$ cat src/hw/rtl/omrp_pkg.sv
// ----------------------------------------------------------------------------
// omrp_pkg - shared types and constants for the mode 41 response parser
// Request/response payloads, classified character item, keyword tables.
// ----------------------------------------------------------------------------
package omrp_pkg;

  localparam int MAX_TOKENS_DEF = 32;
  localparam int QUEUE_DEPTH    = 2;
  localparam int NUM_KW         = 4;
  localparam int KW_MAX_LEN     = 8;

  localparam logic [7:0] SERVICE_BYTE = 8'h41;

  localparam logic [7:0] CH_SPACE = 8'h20;
  localparam logic [7:0] CH_LF    = 8'h0A;
  localparam logic [7:0] CH_TAB   = 8'h09;
  localparam logic [7:0] CH_VT    = 8'h0B;
  localparam logic [7:0] CH_FF    = 8'h0C;
  localparam logic [7:0] CH_CR    = 8'h0D;
  localparam logic [7:0] CH_COLON = 8'h3A;

  localparam logic [7:0] KW_TEXT [NUM_KW][KW_MAX_LEN] = '{
    '{"N", "O", " ", "D", "A", "T", "A", 8'h00},
    '{"E", "R", "R", "O", "R", 8'h00, 8'h00, 8'h00},
    '{"U", "N", "A", "B", "L", "E", 8'h00, 8'h00},
    '{"S", "T", "O", "P", "P", "E", "D", 8'h00}
  };
  localparam logic [2:0] KW_LEN [NUM_KW] = '{3'd7, 3'd5, 3'd6, 3'd7};

  typedef struct packed {
    logic [7:0] char_code;
    logic       last_char;
  } req_t;

  typedef struct packed {
    logic       found;
    logic [7:0] value_a;
    logic [7:0] value_b;
  } rsp_t;

  // One character after upper-casing and classification
  typedef struct packed {
    logic [7:0] chr;
    logic       is_hex;
    logic [3:0] hex_val;
    logic       is_sep;
    logic       is_colon;
    logic       is_ws;
    logic       last;
  } item_t;

  // Longest keyword prefix that ends at the new character, given q matched
  function automatic logic [2:0] kw_next(input int kw, input logic [2:0] q,
                                         input logic [7:0] c);
    logic [2:0] res;
    logic       found;
    logic       ok;
    int         idx;
    res   = 3'd0;
    found = 1'b0;
    for (int k = KW_MAX_LEN - 1; k >= 1; k--) begin
      if (!found && (k <= int'(q) + 1)) begin
        ok = (KW_TEXT[kw][k-1] == c);
        for (int j = 0; j < KW_MAX_LEN - 2; j++) begin
          if (j + 1 < k) begin
            idx = int'(q) + 1 - k + j;
            if (idx >= 0 && idx < KW_MAX_LEN) begin
              if (KW_TEXT[kw][j] != KW_TEXT[kw][idx]) ok = 1'b0;
            end
          end
        end
        if (ok) begin
          res   = 3'(k);
          found = 1'b1;
        end
      end
    end
    return res;
  endfunction

endpackage

$ cat src/hw/rtl/omrp_front.sv
// ----------------------------------------------------------------------------
// omrp_front - character classifier
// Upper-cases the incoming character and tags hex, separator, colon and
// blank classes for the parsing back end.
// ----------------------------------------------------------------------------
module omrp_front
  import omrp_pkg::*;
(
  input  req_t  req_data,
  output item_t item
);

  logic [7:0] up;

  always_comb begin
    up = req_data.char_code;
    if (up >= "a" && up <= "z") begin
      up = up - 8'd32;
    end
    item          = '0;
    item.chr      = up;
    item.last     = req_data.last_char;
    item.is_sep   = (up == CH_SPACE) || (up == CH_LF);
    item.is_colon = (up == CH_COLON);
    item.is_ws    = (up == CH_TAB) || (up == CH_VT) || (up == CH_FF) || (up == CH_CR);
    if (up >= "0" && up <= "9") begin
      item.is_hex  = 1'b1;
      item.hex_val = 4'(up - "0");
    end else if (up >= "A" && up <= "F") begin
      item.is_hex  = 1'b1;
      item.hex_val = 4'(up - "A" + 8'd10);
    end
  end

endmodule

$ cat src/hw/rtl/omrp_queue.sv
// ----------------------------------------------------------------------------
// omrp_queue - short item queue
// Decouples the classifier from the parser so either side can stall alone.
// ----------------------------------------------------------------------------
module omrp_queue
  import omrp_pkg::*;
(
  input  logic  clk,
  input  logic  rst,
  input  logic  wr_valid,
  output logic  wr_stall,
  input  item_t wr_item,
  output logic  rd_valid,
  input  logic  rd_pop,
  output item_t rd_item
);

  localparam int PW = (QUEUE_DEPTH > 1) ? $clog2(QUEUE_DEPTH) : 1;
  localparam int CW = $clog2(QUEUE_DEPTH + 1);

  item_t         store [QUEUE_DEPTH];
  logic [PW-1:0] wr_ptr;
  logic [PW-1:0] rd_ptr;
  logic [CW-1:0] count;
  logic          push;

  assign wr_stall = (count == CW'(QUEUE_DEPTH));
  assign rd_valid = (count != '0);
  assign rd_item  = store[rd_ptr];
  assign push     = wr_valid && !wr_stall;

  always_ff @(posedge clk) begin
    if (push) begin
      store[wr_ptr] <= wr_item;
    end
  end

  always_ff @(posedge clk) begin
    if (rst) begin
      wr_ptr <= '0;
      rd_ptr <= '0;
      count  <= '0;
    end else begin
      if (push) begin
        wr_ptr <= (wr_ptr == PW'(QUEUE_DEPTH - 1)) ? '0 : wr_ptr + 1'b1;
      end
      if (rd_pop) begin
        rd_ptr <= (rd_ptr == PW'(QUEUE_DEPTH - 1)) ? '0 : rd_ptr + 1'b1;
      end
      if (push && !rd_pop) begin
        count <= count + 1'b1;
      end else if (!push && rd_pop) begin
        count <= count - 1'b1;
      end
    end
  end

endmodule

$ cat src/hw/rtl/omrp_back.sv
// ----------------------------------------------------------------------------
// omrp_back - response parser
// Keyword matchers, packed hex byte search and token search; emits one
// response on the last character through a registered output stage.
// ----------------------------------------------------------------------------
module omrp_back
  import omrp_pkg::*;
#(
  parameter int MAX_TOKENS = MAX_TOKENS_DEF
)
(
  input  logic       clk,
  input  logic       rst,
  input  logic [7:0] expected_pid,
  input  logic       item_valid,
  input  item_t      item,
  output logic       item_pop,
  output logic       rsp_valid,
  input  logic       rsp_stall,
  output rsp_t       rsp_data
);

  localparam int TCW = $clog2(MAX_TOKENS + 1);

  typedef enum logic [1:0] {
    PROG_SEARCH,
    PROG_HAVE_A,
    PROG_HAVE_B
  } prog_t;

  // keyword state
  logic [2:0]     kw_q [NUM_KW];
  logic [2:0]     kw_q_next [NUM_KW];
  logic           kw_seen, kw_seen_next;
  // packed search state
  logic           pk_odd, pk_odd_next;
  logic [3:0]     pk_hi, pk_hi_next;
  logic [7:0]     pk_win [2];
  logic [7:0]     pk_win_next [2];
  logic [1:0]     pk_fill, pk_fill_next;
  prog_t          pk_prog, pk_prog_next;
  logic [7:0]     pk_a, pk_a_next, pk_b, pk_b_next;
  // token search state
  logic [7:0]     tk_acc, tk_acc_next;
  logic [1:0]     tk_cc, tk_cc_next;
  logic           tk_open, tk_open_next;
  logic           tk_started, tk_started_next;
  logic [7:0]     tk_win [2];
  logic [7:0]     tk_win_next [2];
  logic [1:0]     tk_fill, tk_fill_next;
  logic [TCW-1:0] tk_count, tk_count_next;
  prog_t          tk_prog, tk_prog_next;
  logic [7:0]     tk_a, tk_a_next, tk_b, tk_b_next;

  logic [7:0]     pk_byte;
  logic           tk_take;
  rsp_t           result;

  assign item_pop = item_valid && (!item.last || !rsp_valid || !rsp_stall);

  always_comb begin
    kw_seen_next = kw_seen;
    for (int i = 0; i < NUM_KW; i++) begin
      kw_q_next[i] = kw_next(i, kw_q[i], item.chr);
      if (kw_q_next[i] >= KW_LEN[i]) begin
        kw_seen_next = 1'b1;
        kw_q_next[i] = 3'd0;
      end
    end

    // packed hex stream: pair nibbles into bytes, slide the 41,PID window
    pk_odd_next  = pk_odd;
    pk_hi_next   = pk_hi;
    pk_win_next  = pk_win;
    pk_fill_next = pk_fill;
    pk_prog_next = pk_prog;
    pk_a_next    = pk_a;
    pk_b_next    = pk_b;
    pk_byte      = {pk_hi, item.hex_val};
    if (item.is_hex) begin
      if (pk_odd) begin
        pk_odd_next = 1'b0;
        case (pk_prog)
          PROG_SEARCH: begin
            if (pk_fill == 2'd2 && pk_win[0] == SERVICE_BYTE && pk_win[1] == expected_pid) begin
              pk_a_next    = pk_byte;
              pk_prog_next = PROG_HAVE_A;
            end
          end
          PROG_HAVE_A: begin
            pk_b_next    = pk_byte;
            pk_prog_next = PROG_HAVE_B;
          end
          default: ;
        endcase
        pk_win_next[0] = pk_win[1];
        pk_win_next[1] = pk_byte;
        if (pk_fill != 2'd2) pk_fill_next = pk_fill + 1'b1;
      end else begin
        pk_odd_next = 1'b1;
        pk_hi_next  = item.hex_val;
      end
    end

    // token build; skip colons ahead of the first character
    tk_acc_next     = tk_acc;
    tk_cc_next      = tk_cc;
    tk_open_next    = tk_open;
    tk_started_next = tk_started;
    if (!item.is_sep && !(item.is_colon && !tk_started)) begin
      tk_started_next = 1'b1;
      if (item.is_ws) begin
        if (tk_cc != 2'd0) tk_open_next = 1'b0;
      end else begin
        tk_cc_next = (tk_cc == 2'd0) ? 2'd1 : 2'd2;
        if (tk_open && item.is_hex) begin
          tk_acc_next = {tk_acc[3:0], item.hex_val};
        end else begin
          tk_open_next = 1'b0;
        end
      end
    end

    // close the token on a separator or the last character
    tk_win_next   = tk_win;
    tk_fill_next  = tk_fill;
    tk_count_next = tk_count;
    tk_prog_next  = tk_prog;
    tk_a_next     = tk_a;
    tk_b_next     = tk_b;
    tk_take       = (item.is_sep || item.last) && tk_started_next && (tk_cc_next == 2'd2)
                    && (tk_count < TCW'(MAX_TOKENS));
    if (tk_take) begin
      case (tk_prog)
        PROG_SEARCH: begin
          if (tk_fill == 2'd2 && tk_win[0] == SERVICE_BYTE && tk_win[1] == expected_pid) begin
            tk_a_next    = tk_acc_next;
            tk_prog_next = PROG_HAVE_A;
          end
        end
        PROG_HAVE_A: begin
          tk_b_next    = tk_acc_next;
          tk_prog_next = PROG_HAVE_B;
        end
        default: ;
      endcase
      tk_win_next[0] = tk_win[1];
      tk_win_next[1] = tk_acc_next;
      if (tk_fill != 2'd2) tk_fill_next = tk_fill + 1'b1;
      tk_count_next = tk_count + 1'b1;
    end
    if (item.is_sep || item.last) begin
      tk_acc_next     = 8'd0;
      tk_cc_next      = 2'd0;
      tk_open_next    = 1'b1;
      tk_started_next = 1'b0;
    end

    result = '0;
    if (!kw_seen_next) begin
      if (pk_prog_next != PROG_SEARCH) begin
        result.found   = 1'b1;
        result.value_a = pk_a_next;
        result.value_b = pk_b_next;
      end else if (tk_prog_next != PROG_SEARCH) begin
        result.found   = 1'b1;
        result.value_a = tk_a_next;
        result.value_b = tk_b_next;
      end
    end
  end

  always_ff @(posedge clk) begin
    if (rst || (item_pop && item.last)) begin
      for (int i = 0; i < NUM_KW; i++) kw_q[i] <= 3'd0;
      kw_seen    <= 1'b0;
      pk_odd     <= 1'b0;
      pk_hi      <= 4'd0;
      pk_win[0]  <= 8'd0;
      pk_win[1]  <= 8'd0;
      pk_fill    <= 2'd0;
      pk_prog    <= PROG_SEARCH;
      pk_a       <= 8'd0;
      pk_b       <= 8'd0;
      tk_acc     <= 8'd0;
      tk_cc      <= 2'd0;
      tk_open    <= 1'b1;
      tk_started <= 1'b0;
      tk_win[0]  <= 8'd0;
      tk_win[1]  <= 8'd0;
      tk_fill    <= 2'd0;
      tk_count   <= '0;
      tk_prog    <= PROG_SEARCH;
      tk_a       <= 8'd0;
      tk_b       <= 8'd0;
    end else if (item_pop) begin
      kw_q       <= kw_q_next;
      kw_seen    <= kw_seen_next;
      pk_odd     <= pk_odd_next;
      pk_hi      <= pk_hi_next;
      pk_win     <= pk_win_next;
      pk_fill    <= pk_fill_next;
      pk_prog    <= pk_prog_next;
      pk_a       <= pk_a_next;
      pk_b       <= pk_b_next;
      tk_acc     <= tk_acc_next;
      tk_cc      <= tk_cc_next;
      tk_open    <= tk_open_next;
      tk_started <= tk_started_next;
      tk_win     <= tk_win_next;
      tk_fill    <= tk_fill_next;
      tk_count   <= tk_count_next;
      tk_prog    <= tk_prog_next;
      tk_a       <= tk_a_next;
      tk_b       <= tk_b_next;
    end
  end

  // output stage: hold until taken
  always_ff @(posedge clk) begin
    if (rst) begin
      rsp_valid <= 1'b0;
    end else if (item_pop && item.last) begin
      rsp_valid <= 1'b1;
    end else if (!rsp_stall) begin
      rsp_valid <= 1'b0;
    end
  end

  always_ff @(posedge clk) begin
    if (item_pop && item.last) begin
      rsp_data <= result;
    end
  end

endmodule

$ cat src/hw/rtl/obd_mode41_response_parser.sv
// ----------------------------------------------------------------------------
// obd_mode41_response_parser - mode 41 reply parser
// One adapter character per request; one response per reply text.
// ----------------------------------------------------------------------------
// Throughput: one character per cycle, except that a last character waits while a previous response is stalled.
// Response: the last character is written into the queue, then parsed and registered in the output stage when popped.
// Reset: synchronous; clears queue, parser state, output and expected_pid.
// Parser state returns to its reset values after every response.
module obd_mode41_response_parser
  import omrp_pkg::*;
#(
  parameter int MAX_TOKENS = MAX_TOKENS_DEF
)
(
  input  logic       clk,
  input  logic       rst,
  input  logic       req_valid,
  output logic       req_stall,
  input  req_t       req_data,
  output logic       rsp_valid,
  input  logic       rsp_stall,
  output rsp_t       rsp_data,
  input  logic       cfg_wr_en,
  input  logic [7:0] cfg_wr_data
);

  logic [7:0] expected_pid;
  item_t      front_item;
  item_t      q_item;
  logic       q_valid;
  logic       q_pop;

  always_ff @(posedge clk) begin
    if (rst) begin
      expected_pid <= 8'd0;
    end else if (cfg_wr_en) begin
      expected_pid <= cfg_wr_data;
    end
  end

  omrp_front u_front (
    .req_data (req_data),
    .item     (front_item)
  );

  omrp_queue u_queue (
    .clk      (clk),
    .rst      (rst),
    .wr_valid (req_valid),
    .wr_stall (req_stall),
    .wr_item  (front_item),
    .rd_valid (q_valid),
    .rd_pop   (q_pop),
    .rd_item  (q_item)
  );

  omrp_back #(
    .MAX_TOKENS (MAX_TOKENS)
  ) u_back (
    .clk          (clk),
    .rst          (rst),
    .expected_pid (expected_pid),
    .item_valid   (q_valid),
    .item         (q_item),
    .item_pop     (q_pop),
    .rsp_valid    (rsp_valid),
    .rsp_stall    (rsp_stall),
    .rsp_data     (rsp_data)
  );

endmodule
$ cat config.mk
export PLATFORM = sky130hd
export DESIGN_NAME = obd_mode41_response_parser
export DESIGN_NICKNAME = d
export VERILOG_FILES = /design/src/hw/rtl/omrp_pkg.sv /design/src/hw/rtl/omrp_front.sv /design/src/hw/rtl/omrp_queue.sv /design/src/hw/rtl/omrp_back.sv /design/src/hw/rtl/obd_mode41_response_parser.sv
export SDC_FILE = /design/constraint.sdc
export NUM_CORES = 1
export LEC_CHECK = 0
export ABC_AREA = 1
export ABC_CLOCK_PERIOD_IN_PS = 5500
export BUFFER_PORTS_ARGS = -buffer_cell sky130_fd_sc_hd__buf_2
export CAP_MARGIN = 20
export CELL_PAD_IN_SITES_DETAIL_PLACEMENT = 0
export CELL_PAD_IN_SITES_GLOBAL_PLACEMENT = 1
export CORE_ASPECT_RATIO = 1.5
export CORE_MARGIN = 2
export CORE_UTILIZATION = 50
export CTS_CLUSTER_SIZE = 28
export DETAILED_ROUTE_END_ITERATION = 12
export GPL_TIMING_DRIVEN = 0
export PLACE_DENSITY_LB_ADDON = 0.1
export SYNTH_ARGS = -nofsm -noshare
export SYNTH_HDL_FRONTEND = slang
export SYNTH_SLANG_ARGS = --single-unit
$ cat constraint.sdc
create_clock -name clk -period 5.5 [get_ports clk]
set_input_delay 1.1 -clock clk [delete_from_list [all_inputs] [get_ports clk]]
set_output_delay 1.1 -clock clk [all_outputs]
set_load 0.005 [all_outputs]
* Yosys cells after proc, flatten, opt, wreduce, memory -nomap -nowiden
Memories as Yosys holds them, arrays and structs flattened. A register that Yosys moved wholly into a read port is not among the register bits. Index checks and enable logic that the tools add are counted. W data, S select, Z words.
Word-level totals: flip-flop bits (word level) 138, input bits 22, bits in read-only memories 5376, output and inout bits 19, memory bits (writable) 34, memories 85, bits in latches 0
Memory list:
- (no name shown) | depth 8, width 8, read ports 1, clocked after memory_dff 0, write ports 0, line omrp_pkg.sv:68 | if (KW_TEXT[kw][j] != KW_TEXT[kw][idx]) ok = 1'b0;
- (no name shown) | depth 8, width 8, read ports 1, clocked after memory_dff 0, write ports 0, line omrp_pkg.sv:68
- (no name shown) | depth 8, width 8, read ports 1, clocked after memory_dff 0, write ports 0, line omrp_pkg.sv:68
- (no name shown) | depth 8, width 8, read ports 1, clocked after memory_dff 0, write ports 0, line omrp_pkg.sv:68
- (no name shown) | depth 8, width 8, read ports 1, clocked after memory_dff 0, write ports 0, line omrp_pkg.sv:68
- (no name shown) | depth 8, width 8, read ports 1, clocked after memory_dff 0, write ports 0, line omrp_pkg.sv:68
- 79 more memories
Cells by class: eq/ne operators 118, multipliers 0, div/mod/pow operators 0, $add $sub $neg 99, muxes and demuxes 530, bitwise logic cells 85, $lt $le $gt $ge 291, shift operators 0, reductions and logical operators 185
Operators with widths (count):
- $ge A32 B1 Y1 const B | 84
- $ge A32 B4 Y1 const B | 84
- $lt A32 B5 Y1 const B | 84
- $not A32 Y32 | 84
- $mux W8 | 185
- $add A32 B3 Y32 const B | 28
- $add A32 B2 Y32 const B | 20
- $ne A7 B8 Y1 const A | 79
- $le A4 B32 Y1 const A | 16
- $sub A32 B4 Y32 const B | 16
- $add A32 B4 Y32 const B | 12
- $mux W1 | 268
- $le A3 B32 Y1 const A | 8
- $sub A32 B3 Y32 const B | 8
- $mux W3 | 60
- $le A2 B32 Y1 const A | 4
- $logic_and A1 B1 Y1 | 126
- $eq A7 B8 Y1 const A | 12
- $eq A8 B4 Y1 const B | 5
- $mux W17 | 2
- $logic_not A1 Y1 | 33
- $ne A6 B8 Y1 const A | 4
- $mux W2 | 11
- $add A3 B1 Y4 const B | 4
- 34 further kinds | 71

* Logic depth before layout (Yosys ltp)
depth after elaboration 65, depth in mapped cells 28

* Cells and area by module
Synthesis repeated with hierarchy kept, for this count alone.
Unflattened totals: cell total of the unflattened synthesis 2711, area total of the unflattened synthesis 17788.3 um^2
Modules (own cells, without submodules):
- omrp_back | cells each 2490, seq. area each 2692.6 um^2, times used 1, area an instance 15444.8 um^2
- omrp_queue | cells each 88, seq. area each 1121.1 um^2, times used 1, area an instance 1520.2 um^2
- omrp_front | cells each 82, seq. area each 0.0 um^2, times used 1, area an instance 481.7 um^2
- obd_mode41_response_parser | cells each 51, seq. area each 160.2 um^2, times used 1, area an instance 341.6 um^2

* Worst setup path before layout
Ideal clock, no wire load.
kind register -> register, from register u_back.kw_q[9] in the netlist's numbering, to register u_back.rsp_data[10] (netlist name), cell stages (with the launch flop) 24, arrival time 3510 ps, data required time 5245 ps, path buffers 3, slack 1736 ps, setup time 255 ps, clock period less this slack 3764 ps, cell sequence dfxtp_1 buf_2 inv_2 buf_1 ha_1 ha_1 nand2_1 ha_1 clkinv_1 ha_1 nand2_1 nand3_1 nand2_1 inv_1 nand2_1 nor2_1 nand3_1 nand2_1 nor2_1 nand2_2 nand2_2 nor2_4 buf_6 and2_1
On the way: cells in the longest elaborated chain, start to end 46
RTL lines:
- start: declaration | line omrp_back.sv:32 | logic [2:0] kw_q [NUM_KW];
- start signal: assignment | line omrp_back.sv:197 | kw_q <= kw_q_next;
- $add A3 B1 Y4 * | line omrp_pkg.sv:62, omrp_pkg.sv:66
- branches (longest 39 deep; another with $sub A32 B4 Y32)
- $mux W3 * | line omrp_pkg.sv:62 | if (!found && (k <= int'(q) + 1)) begin
- $ge A3 B3 Y1 * | line omrp_back.sv:65 | if (kw_q_next[i] >= KW_LEN[i]) begin
- $mux W1 * (4 in series) | line omrp_back.sv:65
Mark *: on every way between the ends. The select of a mux whose other input is x is not followed. A chain may end at the register's enable or synchronous reset.

* Worst setup path in the final report
from register u_back.kw_q[9] in the netlist's numbering, to register u_back.rsp_data[10] (netlist name)
On the way: cells in the longest elaborated chain, start to end 46
RTL lines (line):
- $add A3 B1 Y4 * | omrp_pkg.sv:62, omrp_pkg.sv:66
- branches (longest 39 deep; another with $sub A32 B4 Y32)
- $mux W3 * | omrp_pkg.sv:62
- $ge A3 B3 Y1 * | omrp_back.sv:65
- $mux W1 * (4 in series) | omrp_back.sv:65
Marks and branches as above.

==> out/qor.txt <==
H-tree depth = 4
Worst Max-Slew Pin Slew = 1.129 ns
VDD IR max = 0.0002665 V
Synth cell types = 55
Synth top area share = 0.1751
Power, Total = 0.005550 W
Max FO, Critical Path = 11
clk slew on worst S/H paths = 0.07 ns
Pre-antenna DRT Iters = 5
TritonCTS Buffers = 17
cts repair resizes = 0
final hold viol count = 0
Syn-to-layout area delta = 7.733%
clk buf depth = 2
Initial Util = 0.5035
Yosys warnings = 0
PortBufs = 40
Hold WC Path Type = flip-flop to flip-flop
Worst Setup End Kind = flip-flop
antenna fix cells = 0
Syn Inst Count = 2598
register area share after synthesis = 0.2317
pwr/cell area = 300.3 nW/um^2
crit share post-route = 0.9236
fin. max-slew vios = 0
Die Y = 230.8 um
synth cell count leaders = 596 x nand2_1, 310 x nor2_1, 309 x inv_1
Cell Area, Synth = 17150 um^2
grt ovf = 0
ys flop type = dfxtp_1
Post-synth EDFFs = 51
post-DR vias/cell = 5.517
async set or reset register ratio after synthesis = 0
worst skew pair latency = 0.43 ns
top cells by area, synth = ha_1 18%, dfxtp_1 14%, nand2_1 13%, edfxtp_1 8.9%, nor2_1 6.8%
status = finished clean
endpoints failing setup = 0
Max Fclk = 196.9 MHz
Layout Nets = 2923
Setup Buffers After CTS = 0
leading area contributor after synthesis = ha_1
vias after detailed routing = 17096
count leader, synth = nand2_1
layout cells sized above 1 = 0.08527
P_leak = 8.675 nW
routability-driven placement congestion ratio = 0.8884
first-pass GRT wire length = 82410 um
hold_buf cts = 0
initial antenna violation count = 0
Detail Route Antenna Nets = 0
max cap viols = 0
CP arrival = 5.27 ns
detailed-route DRC error count = 0
syn nets = 2860
Final TNS setup = 0 ns
largest net degree at the start of global routing = 18
clk sinks = 173
unrepaired setup endpoints after global routing = false
fillcell total = 3457
Startpoint Class = flip-flop
Total Wirelength = 50330 um
core area = 34060 um^2
Critical Path RT = 5.69 ns
CTS tree = built
syn_area_per_cell = 6.602 um^2
post-detail-place hpwl = 39290 um
Final Skew = 0.009511 ns
# IOs = 41
routed len/inst = 16.24 um
Rows = 83
Die ar. = 35830 um^2
chip width = 155.2 um
Rel. slew slack = 0.2391
Iteration-0 DRC Markers = 1069
clk root buf = clkbuf_16
fin util = 0.5425
Total GRT Usage = 0.2808
WS Path Type = flip-flop to flip-flop
vias in the first global route = 16282
register bit total from synthesis = 173
min Tclk post-route = 5.080 ns
-- placed cells by master (no fill, tap or decap), types with 22 or more instances in the layout --
cell	netlist	final
inv_1	309	309
o21ai_0	166	166
edfxtp_1	51	51
ha_1	240	240
nand3_1	151	151
a21oi_1	166	166
buf_2	44	84
nor2_1	310	310
xor2_1	22	22
o211ai_1	28	28
nand2_2	26	26
dfxtp_1	122	122
nand4_1	55	55
o21ai_1	34	34
nor3_1	45	45
nand2_1	596	596
-- final timing paths --
| kind | start | to | slack [ns] | cells after the start |
|---|---|---|---|---|
| worst max-delay path | u_back.kw_q[9]$_SDFFE_PP0P_ | u_back.rsp_data[10]$_SDFFCE_PP0P_ | 0.42 | 23 |
| worst min-delay path | u_back.pk_a[4]$_SDFFE_PP0P_ | u_back.pk_a[4]$_SDFFE_PP0P_ | 0.45 | 2 |
| worst max register to register | u_back.kw_q[9]$_SDFFE_PP0P_ | u_back.rsp_data[10]$_SDFFCE_PP0P_ | 0.42 | 23 |
| worst min register to register | u_back.pk_a[4]$_SDFFE_PP0P_ | u_back.pk_a[4]$_SDFFE_PP0P_ | 0.45 | 2 |
-- area by class of cell --
type                            count  area [um^2]  area share
Multi-Input combinational cell   2011        11470      0.6206
Sequential cell                   173         3974      0.2151
Inverter                          338         1276     0.06907
Tap cell                          425        531.8     0.02878
Buffer                             76        434.2     0.02350
Clock buffer                       19        432.9     0.02343
Timing Repair Buffer               44        235.2     0.01273
Clock inverter                     13        126.4    0.006839
-- metrics by stage --
stage,area (um^2),instances,hold slack (ns),worst slack [ns]
2_1_floorplan,17150,2598,0.4217,1.736
3_3_place_gp,17880,3063,0.4339,0.4280
3_5_place_dp,17910,3065,0.4408,0.4311
4_1_cts,18470,3097,0.4533,0.4054
5_1_grt,18480,3099,0.4768,0.04667
6_report,18480,3099,0.4513,0.4202
-- flip-flops by register name (all words and copies together), names as in the netlist, 2 cells and up, named ones only --
signal,flops
u_queue.store,34
u_back.rsp_data,17
u_back.pk_win,16
u_back.tk_win,16
u_back.kw_q,12
expected_pid,8
u_back.pk_a,8
u_back.pk_b,8
u_back.tk_a,8
u_back.tk_acc,8
u_back.tk_b,8
u_back.tk_count,6
u_back.pk_hi,4
u_back.pk_fill,2
u_back.pk_prog,2
u_back.tk_cc,2
u_back.tk_fill,2
u_back.tk_prog,2
u_queue.count,2
-- power breakdown --
group / switching (W) / total [W] / internal (W)
logic: 0.00187 / 0.00269 / 0.000828
clock network: 0.000562 / 0.00116 / 0.000600
registers: 0.000131 / 0.00169 / 0.00156
total: 0.00256 / 0.00555 / 0.00299
-- cell families (layout without fill, tap and decap cells) --
kind of cell,Yosys count,after routing,synth area share
simple gates,1266,1266,0.3221
compound gates,468,468,0.1525
buf+inv,414,490,0.09972
fa+ha+maj,240,240,0.1751
flops,173,173,0.2317
xor+xnor,37,37,0.01889
-- critical path, cell delays in order, from the launching register on --
cell and delay (ns):
dfxtp_1 0.44, buf_2 0.27, inv_2 0.14, buf_1 0.35, ha_1 0.71, ha_1 0.38
nand2_1 0.10, ha_1 0.39, clkinv_1 0.28, ha_1 0.39, nand2_1 0.10, nand3_1 0.07
nand2_1 0.09, inv_1 0.04, nand2_1 0.04, nor2_1 0.04, nand3_1 0.10, nand2_1 0.06
nor2_1 0.14, nand2_2 0.14, nand2_2 0.15, nor2_4 0.08, buf_6 0.14, and2_1 0.15
-- layer usage --
metal | part of all wire | track usage | wire length, um
met4 | 0.025 | 0.08515 | 1266
met1 | 0.43 | 0.3513 | 21880
met2 | 0.50 | 0.5103 | 25120
met3 | 0.041 | 0.02309 | 2067
met5 | 0 | 0 | 0
(Power assumes the default switching activity.)
